**config.mk**
```make
export PLATFORM = sky130hd
export DESIGN_NAME = joint_command_message_parser_flat
export DESIGN_NICKNAME = d
export VERILOG_FILES = /design/src/design/jcmp_pkg.sv /design/src/design/jcmp_if.sv /design/src/design/joint_command_message_parser.sv /design/src/design/jcmp_in_stage.sv /design/src/design/jcmp_core.sv /design/src/flat_wrapper.sv
export SDC_FILE = /design/constraint.sdc
export NUM_CORES = 1
export LEC_CHECK = 0
export ABC_AREA = 1
export ABC_CLOCK_PERIOD_IN_PS = 3000
export BUFFER_PORTS_ARGS = -buffer_cell sky130_fd_sc_hd__buf_2
export CORE_MARGIN = 5
export CORE_UTILIZATION = 49
export CTS_CLUSTER_DIAMETER = 200
export DETAILED_ROUTE_END_ITERATION = 16
export PLACE_DENSITY = 0.7
export SYNTH_ARGS = -nofsm -noshare
export SYNTH_HDL_FRONTEND = slang
export SYNTH_SLANG_ARGS = --single-unit
```
**constraint.sdc**
```tcl
create_clock -name clk -period 3 [get_ports clk]
set_input_delay 0.6 -clock clk [delete_from_list [all_inputs] [get_ports clk]]
set_output_delay 0.6 -clock clk [all_outputs]
set_load 0.05 [all_outputs]
```
**src/design/jcmp_pkg.sv**
```systemverilog
package jcmp_pkg;

    localparam int NAME_BYTES = 50;

    localparam logic [7:0] CHAR_I = 8'h49;
    localparam logic [7:0] CHAR_F = 8'h46;
    localparam logic [7:0] CHAR_B = 8'h42;

    localparam logic [31:0] ERR_BAD_TAG   = 32'd0;
    localparam logic [31:0] ERR_TRUNCATED = 32'd1;

    typedef enum logic [2:0] {
        KIND_JOINT_CHAR = 3'd0,
        KIND_CMD_LEN    = 3'd1,
        KIND_VAL_COUNT  = 3'd2,
        KIND_CMD_CHAR   = 3'd3,
        KIND_INT        = 3'd4,
        KIND_FLOAT      = 3'd5,
        KIND_BOOL       = 3'd6,
        KIND_ERROR      = 3'd7
    } kind_t;

    // one buffered input request
    typedef struct packed {
        logic [7:0] byte_in;
        logic       end_of_buffer;
    } req_t;

endpackage

```
**src/design/jcmp_if.sv**
```systemverilog
interface jcmp_msg_if;
    logic       valid;
    logic       ready;
    logic [7:0] byte_in;
    logic       end_of_buffer;

    modport source (output valid, output byte_in, output end_of_buffer, input ready);
    modport sink   (input valid, input byte_in, input end_of_buffer, output ready);
endinterface

interface jcmp_field_if;
    logic              valid;
    logic              ready;
    jcmp_pkg::kind_t   kind;
    logic [31:0]       payload;
    logic              message_done;

    modport source (output valid, output kind, output payload, output message_done,
                    input ready);
    modport sink   (input valid, input kind, input payload, input message_done,
                    output ready);
endinterface

```
**src/design/joint_command_message_parser.sv**
```systemverilog
// Joint command message parser.
// msg: one serialized byte per request, with end_of_buffer set on the last
//   byte of a buffer. The message is a 50-byte joint name, a command length,
//   a value count, the command bytes, then tagged values (I int, F float
//   bits, B bool), multi-byte values little-endian.
// field: zero or one request per input byte, carrying kind, payload and
//   message_done. Errors (kind 7) report a bad tag (payload 0) or a buffer
//   that ends before the message is complete (payload 1).
// Path: a byte accepted into the input register is parsed from there into the
//   output register, which drives its field request.
// Throughput: one byte per cycle while the output is not stalled, set by the
//   single parse step between the input register and the output register.
// Stall: while field.ready is low and a field request is held, the parser
//   holds its state; an empty input register still takes one more byte, then
//   msg.ready stays low until the output drains.
// Reset: both registers empty, parser waiting for the first joint name byte.
// The end_of_buffer byte also returns the parser to that state.
module joint_command_message_parser (
    input  logic          clk,
    input  logic          rst_n,
    jcmp_msg_if.sink      msg,
    jcmp_field_if.source  field
);
    import jcmp_pkg::*;

    logic req_valid;
    req_t req;
    logic consume;

    jcmp_in_stage u_in_stage (
        .clk       (clk),
        .rst_n     (rst_n),
        .msg       (msg),
        .req_valid (req_valid),
        .req       (req),
        .consume   (consume)
    );

    jcmp_core u_core (
        .clk       (clk),
        .rst_n     (rst_n),
        .req_valid (req_valid),
        .req       (req),
        .consume   (consume),
        .field     (field)
    );

    // a completed message is never an error
    assert property (@(posedge clk) disable iff (!rst_n)
        field.valid && field.message_done |-> field.kind != KIND_ERROR)
        else $error("message_done set on an error");

    assert property (@(posedge clk) disable iff (!rst_n)
        field.valid && field.kind == KIND_ERROR |->
            field.payload == ERR_BAD_TAG || field.payload == ERR_TRUNCATED)
        else $error("unexpected error code");

    // a buffered byte not parsed this cycle stays buffered unchanged
    assert property (@(posedge clk) disable iff (!rst_n)
        req_valid && !consume |=> req_valid && $stable(req))
        else $error("buffered byte lost while stalled");

    // parse only happens when the output register can take the result
    assert property (@(posedge clk) disable iff (!rst_n)
        consume |-> !field.valid || field.ready)
        else $error("parse step while output stalled");

endmodule

```
**src/design/jcmp_in_stage.sv**
```systemverilog
module jcmp_in_stage (
    input  logic             clk,
    input  logic             rst_n,
    jcmp_msg_if.sink         msg,
    output logic             req_valid,
    output jcmp_pkg::req_t   req,
    input  logic             consume
);
    import jcmp_pkg::*;

    logic valid_reg;
    req_t req_reg;

    // take a new byte when empty or when the held one leaves this cycle
    assign msg.ready = !valid_reg || consume;

    always_ff @(posedge clk or negedge rst_n)
    begin
        if (!rst_n)
        begin
            valid_reg <= 1'b0;
        end
        else if (msg.ready)
        begin
            valid_reg <= msg.valid;
        end
    end

    always_ff @(posedge clk)
    begin
        if (msg.ready && msg.valid)
        begin
            req_reg.byte_in       <= msg.byte_in;
            req_reg.end_of_buffer <= msg.end_of_buffer;
        end
    end

    assign req_valid = valid_reg;
    assign req       = req_reg;

endmodule

```
**src/design/jcmp_core.sv**
```systemverilog
module jcmp_core (
    input  logic             clk,
    input  logic             rst_n,
    input  logic             req_valid,
    input  jcmp_pkg::req_t   req,
    output logic             consume,
    jcmp_field_if.source     field
);
    import jcmp_pkg::*;

    typedef enum logic [2:0] {
        PH_NAME,
        PH_CMDLEN,
        PH_VALCNT,
        PH_CMD,
        PH_TAG,
        PH_VALUE,
        PH_IDLE
    } phase_t;

    typedef enum logic [1:0] {
        TAG_INT,
        TAG_FLOAT,
        TAG_BOOL
    } tag_t;

    phase_t      phase_reg, phase_next;
    logic [7:0]  field_counter_reg, field_counter_next;
    logic [7:0]  command_remaining_reg, command_remaining_next;
    logic [7:0]  values_remaining_reg, values_remaining_next;
    logic        name_terminated_reg, name_terminated_next;
    tag_t        current_tag_reg, current_tag_next;
    logic [31:0] value_shift_reg, value_shift_next;
    logic [1:0]  value_byte_index_reg, value_byte_index_next;

    logic        out_valid_reg, out_valid_next;
    kind_t       out_kind_reg, out_kind_next;
    logic [31:0] out_payload_reg, out_payload_next;
    logic        out_done_reg, out_done_next;

    logic        have;
    kind_t       kind;
    logic [31:0] payload;
    logic        done;
    logic        bad_tag;
    logic [7:0]  cnt_inc;
    logic [7:0]  cmd_dec;
    logic [7:0]  val_dec;
    logic [31:0] lane_word;
    logic [7:0]  b;

    assign b       = req.byte_in;
    assign consume = req_valid && (!out_valid_reg || field.ready);

    assign cnt_inc   = field_counter_reg + 8'd1;
    assign cmd_dec   = command_remaining_reg - 8'd1;
    assign val_dec   = values_remaining_reg - 8'd1;
    assign lane_word = {24'd0, b} << {value_byte_index_reg, 3'b000};

    always_comb
    begin
        phase_next             = phase_reg;
        field_counter_next     = field_counter_reg;
        command_remaining_next = command_remaining_reg;
        values_remaining_next  = values_remaining_reg;
        name_terminated_next   = name_terminated_reg;
        current_tag_next       = current_tag_reg;
        value_shift_next       = value_shift_reg;
        value_byte_index_next  = value_byte_index_reg;
        have    = 1'b0;
        kind    = KIND_JOINT_CHAR;
        payload = 32'd0;
        done    = 1'b0;
        bad_tag = 1'b0;

        unique case (phase_reg)
            PH_NAME:
            begin
                if (!name_terminated_reg)
                begin
                    if (b == 8'd0)
                    begin
                        name_terminated_next = 1'b1;
                    end
                    else
                    begin
                        have    = 1'b1;
                        kind    = KIND_JOINT_CHAR;
                        payload = {24'd0, b};
                    end
                end
                field_counter_next = cnt_inc;
                if (cnt_inc >= 8'(NAME_BYTES))
                begin
                    phase_next = PH_CMDLEN;
                end
            end
            PH_CMDLEN:
            begin
                command_remaining_next = b;
                have       = 1'b1;
                kind       = KIND_CMD_LEN;
                payload    = {24'd0, b};
                phase_next = PH_VALCNT;
            end
            PH_VALCNT:
            begin
                values_remaining_next = b;
                have    = 1'b1;
                kind    = KIND_VAL_COUNT;
                payload = {24'd0, b};
                if (command_remaining_reg != 8'd0)
                begin
                    phase_next = PH_CMD;
                end
                else if (b != 8'd0)
                begin
                    phase_next = PH_TAG;
                end
                else
                begin
                    phase_next = PH_IDLE;
                    done       = 1'b1;
                end
            end
            PH_CMD:
            begin
                have    = 1'b1;
                kind    = KIND_CMD_CHAR;
                payload = {24'd0, b};
                command_remaining_next = cmd_dec;
                if (cmd_dec == 8'd0)
                begin
                    if (values_remaining_reg != 8'd0)
                    begin
                        phase_next = PH_TAG;
                    end
                    else
                    begin
                        phase_next = PH_IDLE;
                        done       = 1'b1;
                    end
                end
            end
            PH_TAG:
            begin
                if (b == CHAR_I || b == CHAR_F || b == CHAR_B)
                begin
                    current_tag_next      = (b == CHAR_I) ? TAG_INT :
                                            (b == CHAR_F) ? TAG_FLOAT : TAG_BOOL;
                    value_shift_next      = 32'd0;
                    value_byte_index_next = 2'd0;
                    phase_next            = PH_VALUE;
                end
                else
                begin
                    have       = 1'b1;
                    kind       = KIND_ERROR;
                    payload    = ERR_BAD_TAG;
                    bad_tag    = 1'b1;
                    phase_next = PH_IDLE;
                end
            end
            PH_VALUE:
            begin
                if (current_tag_reg == TAG_BOOL)
                begin
                    have    = 1'b1;
                    kind    = KIND_BOOL;
                    payload = {31'd0, (b != 8'd0)};
                    values_remaining_next = val_dec;
                    done       = (val_dec == 8'd0);
                    phase_next = (val_dec == 8'd0) ? PH_IDLE : PH_TAG;
                end
                else
                begin
                    value_shift_next = value_shift_reg | lane_word;
                    if (value_byte_index_reg == 2'd3)
                    begin
                        have    = 1'b1;
                        kind    = (current_tag_reg == TAG_FLOAT) ? KIND_FLOAT : KIND_INT;
                        payload = value_shift_reg | lane_word;
                        value_byte_index_next = 2'd0;
                        values_remaining_next = val_dec;
                        done       = (val_dec == 8'd0);
                        phase_next = (val_dec == 8'd0) ? PH_IDLE : PH_TAG;
                    end
                    else
                    begin
                        value_byte_index_next = value_byte_index_reg + 2'd1;
                    end
                end
            end
            PH_IDLE:
            begin
            end
            default:
            begin
            end
        endcase

        // end of buffer: flag a short message, then start over
        if (req.end_of_buffer)
        begin
            if (phase_next != PH_IDLE && !bad_tag)
            begin
                have    = 1'b1;
                kind    = KIND_ERROR;
                payload = ERR_TRUNCATED;
                done    = 1'b0;
            end
            phase_next             = PH_NAME;
            field_counter_next     = 8'd0;
            command_remaining_next = 8'd0;
            values_remaining_next  = 8'd0;
            name_terminated_next   = 1'b0;
            current_tag_next       = TAG_INT;
            value_shift_next       = 32'd0;
            value_byte_index_next  = 2'd0;
        end
    end

    always_comb
    begin
        out_kind_next    = out_kind_reg;
        out_payload_next = out_payload_reg;
        out_done_next    = out_done_reg;
        if (consume)
        begin
            out_valid_next = have;
            if (have)
            begin
                out_kind_next    = kind;
                out_payload_next = payload;
                out_done_next    = done;
            end
        end
        else if (field.ready)
        begin
            out_valid_next = 1'b0;
        end
        else
        begin
            out_valid_next = out_valid_reg;
        end
    end

    always_ff @(posedge clk or negedge rst_n)
    begin
        if (!rst_n)
        begin
            phase_reg             <= PH_NAME;
            field_counter_reg     <= 8'd0;
            command_remaining_reg <= 8'd0;
            values_remaining_reg  <= 8'd0;
            name_terminated_reg   <= 1'b0;
            current_tag_reg       <= TAG_INT;
            value_shift_reg       <= 32'd0;
            value_byte_index_reg  <= 2'd0;
            out_valid_reg         <= 1'b0;
            out_kind_reg          <= KIND_JOINT_CHAR;
            out_payload_reg       <= 32'd0;
            out_done_reg          <= 1'b0;
        end
        else
        begin
            if (consume)
            begin
                phase_reg             <= phase_next;
                field_counter_reg     <= field_counter_next;
                command_remaining_reg <= command_remaining_next;
                values_remaining_reg  <= values_remaining_next;
                name_terminated_reg   <= name_terminated_next;
                current_tag_reg       <= current_tag_next;
                value_shift_reg       <= value_shift_next;
                value_byte_index_reg  <= value_byte_index_next;
            end
            out_valid_reg   <= out_valid_next;
            out_kind_reg    <= out_kind_next;
            out_payload_reg <= out_payload_next;
            out_done_reg    <= out_done_next;
        end
    end

    assign field.valid        = out_valid_reg;
    assign field.kind         = out_kind_reg;
    assign field.payload      = out_payload_reg;
    assign field.message_done = out_done_reg;

endmodule
```
**src/flat_wrapper.sv**
```systemverilog
// flat-port wrapper written by rule: the top's interface ports become plain ports
module joint_command_message_parser_flat import jcmp_pkg::*;
  (clk, rst_n, msg_valid, msg_byte_in, msg_end_of_buffer, msg_ready, field_valid, field_kind, field_payload, field_message_done, field_ready);
  jcmp_msg_if msg_i ();
  jcmp_field_if field_i ();
  input  logic clk;
  input  logic rst_n;
  input wire logic [$bits(msg_i.valid)-1:0] msg_valid;
  input wire logic [$bits(msg_i.byte_in)-1:0] msg_byte_in;
  input wire logic [$bits(msg_i.end_of_buffer)-1:0] msg_end_of_buffer;
  output wire logic [$bits(msg_i.ready)-1:0] msg_ready;
  output wire logic [$bits(field_i.valid)-1:0] field_valid;
  output wire logic [$bits(field_i.kind)-1:0] field_kind;
  output wire logic [$bits(field_i.payload)-1:0] field_payload;
  output wire logic [$bits(field_i.message_done)-1:0] field_message_done;
  input wire logic [$bits(field_i.ready)-1:0] field_ready;
  assign msg_i.valid = msg_valid;
  assign msg_i.byte_in = msg_byte_in;
  assign msg_i.end_of_buffer = msg_end_of_buffer;
  assign msg_ready = msg_i.ready;
  assign field_valid = field_i.valid;
  assign field_kind = field_i.kind;
  assign field_payload = field_i.payload;
  assign field_message_done = field_i.message_done;
  assign field_i.ready = field_ready;
  joint_command_message_parser u_core (.clk(clk), .rst_n(rst_n), .msg(msg_i), .field(field_i));
endmodule
```
==> impl_metrics.sql <==
INSERT INTO impl_metrics (metric_group, metric, value, unit) VALUES
('clocking', 'clock_sink_count', '111', ''),
('pwr', 'power_density', '708', 'nW/um2'),
('synth', 'netlist_area', '6300', 'um2'),
('global_route', 'grt_start_max_net_pins', '69', ''),
('synth', 'yosys-top-cells-area', 'sky130_fd_sc_hd__dfrtp_1 41%, sky130_fd_sc_hd__nand2_1 12%, sky130_fd_sc_hd__o21ai_0 8.2%', ''),
('layout', 'num_antenna_cells', '0', ''),
('placed_design', 'io_buffers', '50', ''),
('synth', 'yosysSeqAreaShare', '0.448', ''),
('layout', 'final_net_count', '863', ''),
('setup_path', 'worst-endpoint-arrival', '2820', 'ps'),
('hold_path', 'min_path_type', 'in -> async', ''),
('floorplanning', 'pin_count', '51', ''),
('synth', 'synth_top_area_share', '0.405', ''),
('clocking', 'clk_root_buffer_cell', 'sky130_fd_sc_hd__clkbuf_16', ''),
('sta', 'skew', '9.47', 'ps'),
('floorplanning', 'chipWidth', '123', 'um'),
('sta', 'totalNegativeSetupSlack', '0', 'ps'),
('sta', 'fmaxAchievable', '389', 'MHz'),
('global_route', 'initial_antenna_violation_count', '0', ''),
('clocking', 'clk_transition_reported_paths', '80', 'ps'),
('synth', 'yosys.area.top_type', 'sky130_fd_sc_hd__dfrtp_1', ''),
('layout', 'area_growth_syn_to_layout', '9.42', '%'),
('clocking', 'htree_num_levels', '3', ''),
('synth', 'yosys_register_bits', '111', ''),
('detailed_routing', 'post_drt_via_cell_ratio', '5.57', ''),
('layout', 'layout-drive-gt1-share', '0.150', ''),
('setup_path', 'cell_repeated_most_along_the_worst_path', 'sky130_fd_sc_hd__nand2_1', ''),
('floorplanning', 'placeableCoreArea', '12600', 'um2'),
('detailed_routing', 'initialDrtViolationCount', '670', ''),
('sta', 'fin_worst_hold_slack', '244', 'ps'),
('setup_path', 'setup.worst_path.class', 'reg -> reg', ''),
('clocking', 'clock_insertion_delay_worst_skew', '360', 'ps'),
('outcome', 'outcome', 'finished, final reports clean', ''),
('sta', 'hold_violations', '0', ''),
('pwr', 'vdd_drop_max', '0.520', 'mV'),
('synth', 'syn-instance-count', '810', ''),
('setup_path', 'worstPathMaxFanout', '18', ''),
('sta', 'max_slew_margin', '0.488', ''),
('clocking', 'cts_resized', '0', ''),
('setup_path', 'path_cells', 'inv_1 -> ha_1 -> inv_1 -> nand2_1 -> nand2_1 -> nor2_1 -> nand3_1 -> nor2_1 -> nand3_2 -> o211ai_2 -> nand3_4 -> nand2_2 -> nand2_1 -> nand2_1 -> nand2_1', ''),
('clocking', 'postCtsHoldBufs', '0', ''),
('setup_path', 'timing.critical_path.slowest_stage_cell', 'sky130_fd_sc_hd__dfrtp_1', ''),
('floorplanning', 'initial_utilization', '0.499', ''),
('setup_path', 'start_kind', 'flip-flop', ''),
('synth', 'synth-warning-count', '0', ''),
('sta', 'finalSetupViolCount', '0', ''),
('job', 'maxCapViolations', '0', ''),
('sta', 'report.final.slew_viol_count', '0', ''),
('pwr', 'total_leakage_power', '3.28', 'nW'),
('detailed_routing', 'drt_wl_total', '16.0', 'mm'),
('global_route', 'global_route_wire_length_before_repair', '26.6', 'mm'),
('placed_design', 'finalWeightedCongestion', '0.959', ''),
('detailed_routing', 'antenna_violating_nets_post_route', '0', ''),
('global_route', 'via_count_of_the_first_global_routing_pass', '5235', ''),
('detailed_routing', 'dr_total_vias', '5668', ''),
('sta', 'timing_worst_slew_pin_value', '767', 'ps'),
('synth', 'synth.distinct_cells', '41', ''),
('detailed_routing', 'drc', '0', ''),
('sta', 'grt_setup_unrepaired', 'no', ''),
('floorplanning', 'fp.dieArea', '15200', 'um2'),
('sta', 'timing.final.crit_share', '0.857', ''),
('clocking', 'cts_inserted_buffers', '9', ''),
('detailed_routing', 'route.detailed.wl_per_inst', '15.7', 'um'),
('clocking', 'post-cts-setup-buffers', '0', ''),
('clocking', 'tritoncts', 'built', ''),
('setup_path', 'crit_path_end_kind', 'flip-flop', ''),
('clocking', 'cts-root-to-sink-buffers', '2', ''),
('global_route', 'globalRouteOverflowTotal', '0', ''),
('setup_path', 'critical_path_required', '3250', 'ps'),
('layout', 'final_core_util', '0.546', ''),
('sta', 'finalWorstPathRequiredPeriod', '2570', 'ps');
==> final cells by class <==
cell class,count,area [um2]
multi-input cells,552,2820
fillers,1237,5730
flip-flops and latches,111,2820
clock buffers,10,229
inverters,106,400
clock inverters,6,41.3
repair buffers,61,360
well taps,172,215
==> cells in the mapped netlist, drive strengths merged <==
| cell type | n |
|---|---|
| a21oi | 42 |
| dlygate4sd1 | 5 |
| clkinv | 2 |
| o2111ai | 2 |
| xor2 | 3 |
| o41ai | 1 |
| nand4 | 67 |
| a31oi | 3 |
| ha | 9 |
| inv | 104 |
| o21ai | 114 |
| a21boi | 1 |
| nor2 | 46 |
| o22ai | 9 |
| dfrtp | 102 |
| buf | 19 |
| nor3 | 10 |
| nand3 | 34 |
| o21a | 1 |
| o32a | 1 |
| nand2 | 203 |
| edfxtp | 9 |
| nand3b | 1 |
| dlygate4sd3 | 1 |
| clkbuf | 17 |
| o211ai | 4 |
==> metrics by stage <==
step,cell area [um2],power [mW],setup WS [ps]
after floorplan,6300,3.32,988
after global placement,6610,3.72,452
after detailed placement,6610,3.73,402
after CTS,6880,4.88,378
after global routing,6890,5.20,179
final,6890,4.88,429
==> power by group <==
| group | switching [mW] | internal (mW) |
|---|---|---|
| registers | 0.166 | 1.70 |
| logic | 1.38 | 0.496 |
| clock network | 0.570 | 0.570 |
| total | 2.11 | 2.76 |
==> cell usage in the layout, fill, tap and decap left out, types with 3 or more instances in the layout <==
cell,n
sky130_fd_sc_hd__buf_2,49
sky130_fd_sc_hd__xor2_1,3
sky130_fd_sc_hd__nor2_1,40
sky130_fd_sc_hd__nor2_4,3
sky130_fd_sc_hd__o22ai_1,9
sky130_fd_sc_hd__clkbuf_16,9
sky130_fd_sc_hd__ha_1,9
sky130_fd_sc_hd__a21oi_2,21
sky130_fd_sc_hd__dfrtp_1,102
sky130_fd_sc_hd__o21ai_1,9
sky130_fd_sc_hd__a21oi_1,21
sky130_fd_sc_hd__nand3_1,31
sky130_fd_sc_hd__nand2_1,200
sky130_fd_sc_hd__inv_2,12
sky130_fd_sc_hd__nor3_1,9
sky130_fd_sc_hd__buf_4,10
sky130_fd_sc_hd__a31oi_1,3
sky130_fd_sc_hd__o21ai_0,103
sky130_fd_sc_hd__nor2_2,4
sky130_fd_sc_hd__nand2_2,3
sky130_fd_sc_hd__inv_6,3
sky130_fd_sc_hd__nand4_1,67
sky130_fd_sc_hd__inv_1,91
sky130_fd_sc_hd__o211ai_1,3
sky130_fd_sc_hd__clkinv_1,3
sky130_fd_sc_hd__edfxtp_1,9
==> cells by family (layout without fill, tap and decap cells) <==
| family | after synthesis | in the layout | synth area share |
|---|---|---|---|
| fa+ha+maj | 9 | 9 | 0.0179 |
| buf+inv | 148 | 183 | 0.105 |
| simple gates | 361 | 362 | 0.261 |
| flops | 111 | 111 | 0.448 |
| xor+xnor | 3 | 3 | 0.00417 |
| compound gates | 178 | 178 | 0.164 |
==> final timing paths <==
path                                                      to  cells after the start                              startpoint  slack [ps]
setup / recovery                 u_core.u_core.field.kind[2]                     15  u_core.u_core.command_remaining_reg[0]         430
hold / removal              u_core.u_core.value_shift_reg[4]                      1                                   rst_n         240
setup reg to reg                 u_core.u_core.field.kind[2]                     15  u_core.u_core.command_remaining_reg[0]         430
hold reg to reg              u_core.u_core.field.payload[18]                      2         u_core.u_core.field.payload[18]         480
max in group asynchronous  u_core.u_core.value_shift_reg[17]                      2                                   rst_n        2110
min in group clk                    u_core.u_in_stage.req[8]                      1                          msg_byte_in[7]         410
==> per-layer routing <==
metal,track usage,wire (um),up-vias,part of all wire
met4,0.0740,289,0,0.018
li1,-,-,2776,-
met1,0.345,8000,2666,0.50
met3,0.0393,943,23,0.059
met5,0,0,-,0
met2,0.303,6760,203,0.42
==> worst register-to-register path: cells and delay by family, from the launching register on <==
kind                       cells  cell delay (ps)
buffers and inverters          2              200
AOI/OAI and AO/OA              1              240
DFF                            1              410
adders and majority gates      1              240
and+or+nand+nor               11             1390
(Power assumes the default switching activity.)
